## src/hw/rtl/arpnf_pkg.sv

```systemverilog
// ----------------------------------------------------------------------------
// arpnf_pkg
// Shared types, codes and helpers for the ARP responder / neighbor forwarder.
// ----------------------------------------------------------------------------
package arpnf_pkg;

  localparam int unsigned NEIGHBOR_ENTRIES = 1024;
  localparam int unsigned IDX_W            = $clog2(NEIGHBOR_ENTRIES);

  // packet kind codes
  localparam logic [1:0] OP_ARP  = 2'd0;
  localparam logic [1:0] OP_IPV4 = 2'd1;

  // result action codes
  localparam logic [1:0] ACT_DROP    = 2'd0;
  localparam logic [1:0] ACT_REPLY   = 2'd1;
  localparam logic [1:0] ACT_FORWARD = 2'd2;

  localparam logic [15:0] ARP_REQUEST = 16'd1;

  // config register indexes
  localparam logic [1:0] CFG_VALID = 2'd0;
  localparam logic [1:0] CFG_PORT  = 2'd1;
  localparam logic [1:0] CFG_IP    = 2'd2;
  localparam logic [1:0] CFG_MAC   = 2'd3;

  typedef struct packed {
    logic        valid;
    logic [31:0] ip;
    logic [47:0] mac;
    logic [7:0]  port;
  } entry_t;

  localparam int unsigned ENTRY_W = $bits(entry_t);

  typedef enum logic [2:0] {
    ST_CLEAR,
    ST_IDLE,
    ST_READ,
    ST_CHECK,
    ST_DONE
  } state_e;

  typedef struct packed {
    logic capture;
    logic probe_next;
    logic resolve;
    logic load_out;
    logic clear_step;
  } cmd_t;

  typedef struct packed {
    logic is_other;
    logic hit;
    logic empty;
    logic last_probe;
    logic clr_last;
    logic out_free;
  } status_t;

  // xor-fold of an IPv4 address into a table index
  function automatic logic [IDX_W-1:0] hash_ip(logic [31:0] ip);
    logic [IDX_W-1:0] h;
    h = '0;
    for (int i = 0; i < 32; i++) begin
      h[i % IDX_W] = h[i % IDX_W] ^ ip[i];
    end
    return h;
  endfunction

endpackage

```

## src/hw/rtl/arpnf_ctrl.sv

```systemverilog
// ----------------------------------------------------------------------------
// arpnf_ctrl
// Sequencer: table clear, probe loop, resolve and result hand-off.
// ----------------------------------------------------------------------------
module arpnf_ctrl (
  input  logic               clk_i,
  input  logic               rst_ni,
  input  logic               in_valid_i,
  input  arpnf_pkg::status_t status_i,
  output arpnf_pkg::cmd_t    cmd_o,
  output logic               in_stall_o
);

  arpnf_pkg::state_e state_q, state_d;

  always_ff @(posedge clk_i or negedge rst_ni) begin
    if (!rst_ni) begin
      state_q <= arpnf_pkg::ST_CLEAR;
    end else begin
      state_q <= state_d;
    end
  end

  always_comb begin
    state_d = state_q;
    unique case (state_q)
      arpnf_pkg::ST_CLEAR: begin
        if (status_i.clr_last) state_d = arpnf_pkg::ST_IDLE;
      end
      arpnf_pkg::ST_IDLE: begin
        if (in_valid_i) begin
          state_d = status_i.is_other ? arpnf_pkg::ST_DONE : arpnf_pkg::ST_READ;
        end
      end
      arpnf_pkg::ST_READ: state_d = arpnf_pkg::ST_CHECK;
      arpnf_pkg::ST_CHECK: begin
        if (status_i.hit || status_i.empty || status_i.last_probe) begin
          state_d = arpnf_pkg::ST_DONE;
        end else begin
          state_d = arpnf_pkg::ST_READ;
        end
      end
      arpnf_pkg::ST_DONE: begin
        if (status_i.out_free) state_d = arpnf_pkg::ST_IDLE;
      end
      default: state_d = arpnf_pkg::ST_IDLE;
    endcase
  end

  always_comb begin
    cmd_o      = '0;
    in_stall_o = 1'b1;
    unique case (state_q)
      arpnf_pkg::ST_CLEAR: cmd_o.clear_step = 1'b1;
      arpnf_pkg::ST_IDLE: begin
        in_stall_o    = 1'b0;
        cmd_o.capture = in_valid_i;
      end
      arpnf_pkg::ST_READ: ;
      arpnf_pkg::ST_CHECK: begin
        if (status_i.hit || status_i.empty || status_i.last_probe) begin
          cmd_o.resolve = 1'b1;
        end else begin
          cmd_o.probe_next = 1'b1;
        end
      end
      arpnf_pkg::ST_DONE: cmd_o.load_out = status_i.out_free;
      default: ;
    endcase
  end

endmodule

```

## config.mk

```make
export PLATFORM = sky130hd
export DESIGN_NAME = arpnf_ctrl
export DESIGN_NICKNAME = d
export VERILOG_FILES = /design/src/hw/rtl/arpnf_pkg.sv /design/src/hw/rtl/arpnf_ctrl.sv
export SDC_FILE = /design/constraint.sdc
export NUM_CORES = 1
export LEC_CHECK = 0
export ABC_AREA = 0
export BUFFER_PORTS_ARGS = -buffer_cell sky130_fd_sc_hd__buf_2
export CELL_PAD_IN_SITES_DETAIL_PLACEMENT = 1
export CELL_PAD_IN_SITES_GLOBAL_PLACEMENT = 2
export CORE_AREA = 10 10 47 49
export CTS_CLUSTER_DIAMETER = 100
export DETAILED_ROUTE_END_ITERATION = 10
export DIE_AREA = 0 0 57 59
export PLACE_DENSITY_LB_ADDON = 0.1
export SLEW_MARGIN = 10
export SYNTH_ARGS = -nofsm -noshare
export SYNTH_HDL_FRONTEND = slang
export SYNTH_SLANG_ARGS = --single-unit
export TNS_END_PERCENT = 50
```

## constraint.sdc

```tcl
create_clock -name clk_i -period 2 [get_ports clk_i]
set_input_delay 0 -clock clk_i [delete_from_list [all_inputs] [get_ports clk_i]]
set_output_delay 0 -clock clk_i [all_outputs]
set_load 0.05 [all_outputs]
```

==> results.py, run 1 <==
metrics = {
    "final_layout": {
        "multiInputGateArea_um2": 145.1,
        "fillers": 183,
        "regMostFlops": "state_q",
        "n_antenna_cell": 0,
        "final_cells": 60,
        "largest_register_ff_count": 3,
        "area_growth_pct": 49.74,
        "final_nets": 54,
        "drive_gt1_frac": 0.4545,
        "seqCellArea_um2": 75.07,
        "reg.largest.list": "state_q (3)",
        "final_area_um2": 354.1,
    },
    "sta": {
        "setup_tns_ns": 0,
        "holdWs_ns": 0.08081,
        "maxSlewViolCount": 0,
        "fin_crit_sh": 0.7033,
        "fmaxAchievable_mhz": 711.0,
        "rsz0062_at_grt": "false",
        "worst_slew_pin_slew_ns": 0.3064,
        "setup_viol": 0,
        "slew_headroom": 0.7957,
        "period_needed_ns": 1.407,
        "finalHoldViolCount": 0,
        "clock_skew_ns": 0.001667,
    },
    "clock_tree": {
        "cts_tree": "built",
        "clk_pin_slew_ns": 0.04,
        "cts.sinks": 3,
        "post_cts_buffers": 0,
        "cts_buffers": 3,
        "clkLatencyLatePin_ns": 0.24,
        "htree_levels": 1,
        "cts-root-buf": "clkbuf_4",
        "cts.path.max_buffers": 2,
        "cts_resized": 0,
    },
    "flow_run": {
        "drv_cap": 0,
    },
    "drt": {
        "wl_met1_um": 350,
        "routedWlPerCell_um": 13.48,
        "wl_met2_um": 317,
        "routed_wirelength_um": 809,
        "drc": 0,
        "top_layer": "met4",
        "vias": 258,
        "ant_nets": 0,
        "drt_pass1_iterations": 1,
        "wl_met3_um": 118,
        "drt_iter0_drc": 0,
        "post_drt_via_cell_ratio": 4.300,
    },
    "global_routing": {
        "grt_overflow": 0,
        "grtUsageTotal": 0.05597,
        "grt_pass1_vias": 289,
        "grt_first_pass_wirelength_um": 1324,
        "antenna_found_initial": 0,
        "grt_max_degree": 11,
    },
    "power_and_ir_drop": {
        "p_per_area_mw_per_mm2": 1797,
        "p_comb_frac": 0.587,
        "sequentialPowerShare": 0.243,
        "p_int_uw": 297.4,
        "leakage_nw": 0.1727,
        "clkPwrFrac": 0.171,
        "p_sw_frac": 0.5327,
        "p_sw_uw": 339.0,
        "ir_worst_vdd_mv": 0.5305,
    },
    "synth": {
        "synth_cells": 27,
        "ys_warn_count": 0,
        "syn_nets": 36,
        "synth.distinct_cells": 18,
        "avgSynthCellArea_um2": 8.758,
        "ys_ff_latch": 3,
        "syn_area_um2": 236.5,
        "seq_area_frac_synth": 0.3175,
    },
    "placement": {
        "dp.cells": 55,
        "portBuffers": 14,
        "placed_area_um2": 317.8,
        "globalplace.congestion": 0.6512,
    },
    "die": {
        "io_pins": 15,
        "core.rowCount": 14,
        "fp.coreArea_mm2": 0.001401,
        "dieArea_mm2": 0.003363,
        "start_util": 0.1688,
        "dieHeight_um": 59,
        "die_w_um": 57,
    },
    "status": {
        "outcome": "finished, final reports clean",
    },
    "critical_path": {
        "crit_type": "register to output port",
        "cp.required_ns": 2.00,
        "arrival_ns": 1.41,
        "slowest_delay_ns": 0.43,
        "end_kind": "output port",
        "crit_path_start_kind": "register",
        "cp_max_fo": 6,
        "path_cells": "and2b_4 -> and3_4 -> buf_2",
        "critPathSlowestCell": "dfrtp_1",
    },
    "min_path": {
        "hold_class": "primary input to asynchronous set/reset pin",
    },
}
worst max-delay path: cells and delay by family, from the launching register on:
kind                   cells  cell delay, ns
DFF                        1            0.43
buffers and inverters      1            0.25
and+or+nand+nor            2            0.49
area by class of cell:
class,instances,area share
timing repair buffer,15,0.2261
inverter,2,0.02120
multi-input combinational,20,0.4099
tap,16,0.05654
clock buffer,4,0.07420
sequential,3,0.2120
power by group through the flow:
stage / Clock [mW] / Sequential, mW / Combinational, mW
after floorplan: 0 / 0.105 / 0.345
after global placement: 0 / 0.155 / 0.376
after detailed placement: 0 / 0.156 / 0.378
after CTS: 0.114 / 0.154 / 0.381
after global routing: 0.127 / 0.165 / 0.396
final: 0.109 / 0.154 / 0.374
stage by stage:
stage                     total power [mW]  utilization  worst slack, ns
after floorplan                     0.4500            -           0.2380
after global routing                0.6880       0.2527           0.4680
after detailed placement            0.5332       0.2268           0.8324
after CTS                           0.6491       0.2527           0.5741
after global placement              0.5309       0.2268           0.8312
final                               0.6364       0.2527           0.5935
layer usage:
metal / vias up / track usage
met5: - / 0
met3: 2 / 0.05794
met2: 18 / 0.06512
met1: 108 / 0.05402
li1: 130 / -
met4: 0 / 0.05034
cells by family (layout without fill, tap and decap cells):
group / count (synthesis) / count (layout) / share of synthesized area
simple gates: 11 / 11 / 0.2963
compound gates: 7 / 7 / 0.2222
buf+inv: 4 / 21 / 0.06876
flops: 3 / 3 / 0.3175
mux: 2 / 2 / 0.09523
cell usage after synthesis (all sizes together):
cell / number / share of area
o21ai: 1 / 0.021
o31a: 1 / 0.037
a2bb2oi: 1 / 0.037
clkbuf: 1 / 0.016
nand2: 2 / 0.032
or3: 1 / 0.048
inv: 2 / 0.032
a31oi: 1 / 0.026
nand2b: 2 / 0.053
buf: 1 / 0.021
dfrtp: 3 / 0.32
nor2: 2 / 0.032
mux2: 2 / 0.095
and3: 1 / 0.048
o21bai: 2 / 0.063
and2b: 1 / 0.042
a311oi: 1 / 0.037
nor3: 2 / 0.042
layout by cell type, fill, tap and decap left out:
cell type and count:
and2b_4 1, clkbuf_4 3, nor3_1 2, dfrtp_1 3
a311oi_1 1, o21bai_1 2, inv_1 2, nor2_1 2
clkbuf_1 1, and3_4 1, buf_2 14, o21ai_0 1
dlygate4sd3_1 1, mux2_1 2, nand2_1 2, nand2b_1 2
or3_4 1, o31a_1 1, a2bb2oi_1 1, a31oi_1 1
final timing paths:
path                             start         end  slack [ns]  cells after the start
setup / recovery            state_q[2]    cmd_o[2]        0.59                      3
hold / removal                  rst_ni  state_q[1]        0.08                      2
setup reg to reg            state_q[2]  state_q[0]        0.85                      2
hold reg to reg             state_q[2]  state_q[1]        0.54                      1
max in group asynchronous       rst_ni  state_q[0]        1.81                      2
min in group clk_i         status_i[2]  state_q[1]        0.08                      3
repair_timing:
item / CTS / global route
hold buffers: 1 / 0
endpoints found under the hold margin: 3 / 0
setup endpoints to repair: 0 / 0
(Power assumes the default switching activity.)
==> inputs of run 2 (changes only) <==
Clock period 2 ns to 1.5 ns, I/O delays scaled along.
==> results.py, run 2 (synthesis gave the netlist of run 1 again) <==
metrics = {
    "critical_path": {
        "crit_cells": 3,
        "cpLargestDelayFamily": "simple AND/OR/NAND/NOR gates",
        "critical_path_buf_inv_count": 1,
        "cp_max_fo": 6,
        "path_cells": "and2b_4 -> and3_4 -> buf_2",
        "critPathSlowestCell": "dfrtp_1",
        "slowest_delay_ns": 0.43,
        "reg2reg_depth": 2,
        "arrival_ns": 1.42,
        "cp.required_ns": 1.50,
        "crit_path_start_kind": "register",
        "end_kind": "output port",
        "crit_type": "register to output port",
    },
    "sta": {
        "maxSlewViolCount": 0,
        "fmaxAchievable_mhz": 706.4,
        "fin_crit_sh": 0.9438,
        "clock_skew_ns": 0.006767,
        "rsz0062_at_grt": "false",
        "period_needed_ns": 1.416,
        "slew_headroom": 0.7886,
        "finalHoldViolCount": 0,
        "worst_slew_pin_slew_ns": 0.3172,
        "setup_viol": 0,
        "setup_tns_ns": 0,
    },
    "clock_tree": {
        "post_cts_buffers": 0,
        "cts.path.max_buffers": 2,
        "htree_levels": 1,
        "clkLatencyLatePin_ns": 0.25,
        "cts_tree": "built",
        "cts_buffers": 3,
        "clk_pin_slew_ns": 0.03,
        "cts.sinks": 3,
        "cts-root-buf": "clkbuf_4",
    },
    "drt": {
        "routedWlPerCell_um": 13.25,
        "vias": 265,
        "post_drt_via_cell_ratio": 4.417,
        "drt_iter0_drc": 1,
        "routed_wirelength_um": 795,
        "drc": 0,
        "ant_nets": 0,
        "drt_pass1_iterations": 2,
    },
    "power_and_ir_drop": {
        "leakage_nw": 0.1726,
        "p_total_uw": 856.8,
        "p_per_area_mw_per_mm2": 2403,
        "ir_worst_vdd_mv": 0.7038,
    },
    "final_layout": {
        "fin_util": 0.2545,
        "drive_gt1_frac": 0.4773,
        "final_nets": 54,
        "area_growth_pct": 50.79,
        "n_antenna_cell": 0,
        "layout_commonest_cell": "buf_2",
        "final_area_um2": 356.6,
        "final_cells": 60,
        "fillers": 186,
        "largest_register_ff_count": 3,
        "reg.largest.list": "state_q (3)",
        "most-common-layout-cells": "14 x buf_2, 3 x clkbuf_4, 3 x dfrtp_1",
        "regMostFlops": "state_q",
    },
    "status": {
        "outcome": "finished, final reports clean",
    },
    "global_routing": {
        "grt_pass1_vias": 302,
        "grt_first_pass_wirelength_um": 1324,
        "grtUsageTotal": 0.05452,
        "grt_max_degree": 11,
        "grt_overflow": 0,
        "antenna_found_initial": 0,
    },
    "die": {
        "dieHeight_um": 59,
        "die_w_um": 57,
        "start_util": 0.1688,
        "io_pins": 15,
        "core.rowCount": 14,
        "fp.coreArea_mm2": 0.001401,
        "dieArea_mm2": 0.003363,
    },
    "placement": {
        "placed_area_um2": 320.3,
        "globalplace.congestion": 0.6535,
        "portBuffers": 14,
        "dp.cells": 55,
        "dp_hpwl_um": 635.1,
    },
    "min_path": {
        "hold_class": "primary input to register",
        "min_path_cells": 3,
    },
    "flow_run": {
        "drv_cap": 0,
    },
}
## run 2: changes by cell type in the layout (fill, tap and decap cells not counted)
cell    before  now
nor2_1       2    1
nor2_2       0    1
## run 2: timing repair
action | CTS | global route
hold buffers | 1 | 0
setup endpoints to repair | 0 | 0
gates resized for setup | 0 | 0
endpoints found under the hold margin | 3 | 0
## run 2: routing by layer
metal | part of all wire | wire [um] | GRT usage | up-vias
met4 | 0.036 | 29 | 0.08054 | 0
met5 | 0 | 0 | 0 | -
met1 | 0.38 | 299 | 0.04768 | 118
li1 | - | - | - | 128
met3 | 0.14 | 109 | 0.03863 | 3
met2 | 0.45 | 356 | 0.06822 | 16
## run 2: final cells by class
type / instances / area [um2] / share of cell area
sequential: 3 / 75.07 / 0.2105
multi-input combinational: 20 / 147.6 / 0.4140
clock buffer: 4 / 26.28 / 0.07368
timing repair buffer: 15 / 80.08 / 0.2246
inverter: 2 / 7.507 / 0.02105
tap: 16 / 20.02 / 0.05614
## run 2: report_power, final
part / internal (mW) / total [mW] / switching, mW
Sequential: 0.121 / 0.207 / 0.0855
Clock: 0.100 / 0.150 / 0.0501
Combinational: 0.177 / 0.500 / 0.323
Total: 0.398 / 0.857 / 0.459
## run 2: worst paths after layout
path                              from         end  slack, ns
min in group asynchronous       rst_ni  state_q[0]       0.08
hold / removal             status_i[2]  state_q[1]       0.07
hold reg to reg             state_q[2]  state_q[1]       0.54
setup reg to reg            state_q[2]  state_q[0]       0.36
setup / recovery            state_q[2]    cmd_o[2]       0.08
max in group asynchronous       rst_ni  state_q[2]       1.31
## run 2: per-stage QoR
step	hold slack (ns)	worst slack [ns]
2_1_floorplan	-0.2956	-0.1254
3_3_place_gp	-0.2045	0.3305
3_5_place_dp	-0.2024	0.3270
4_1_cts	0.06625	0.06060
5_1_grt	0.09127	0.01130
6_report	0.07472	0.08428
## run 2: tightest hold or removal path, stage by stage
cell and delay (ns):
buf_2 0.07, or3_4 0.12, a311oi_1 0.08
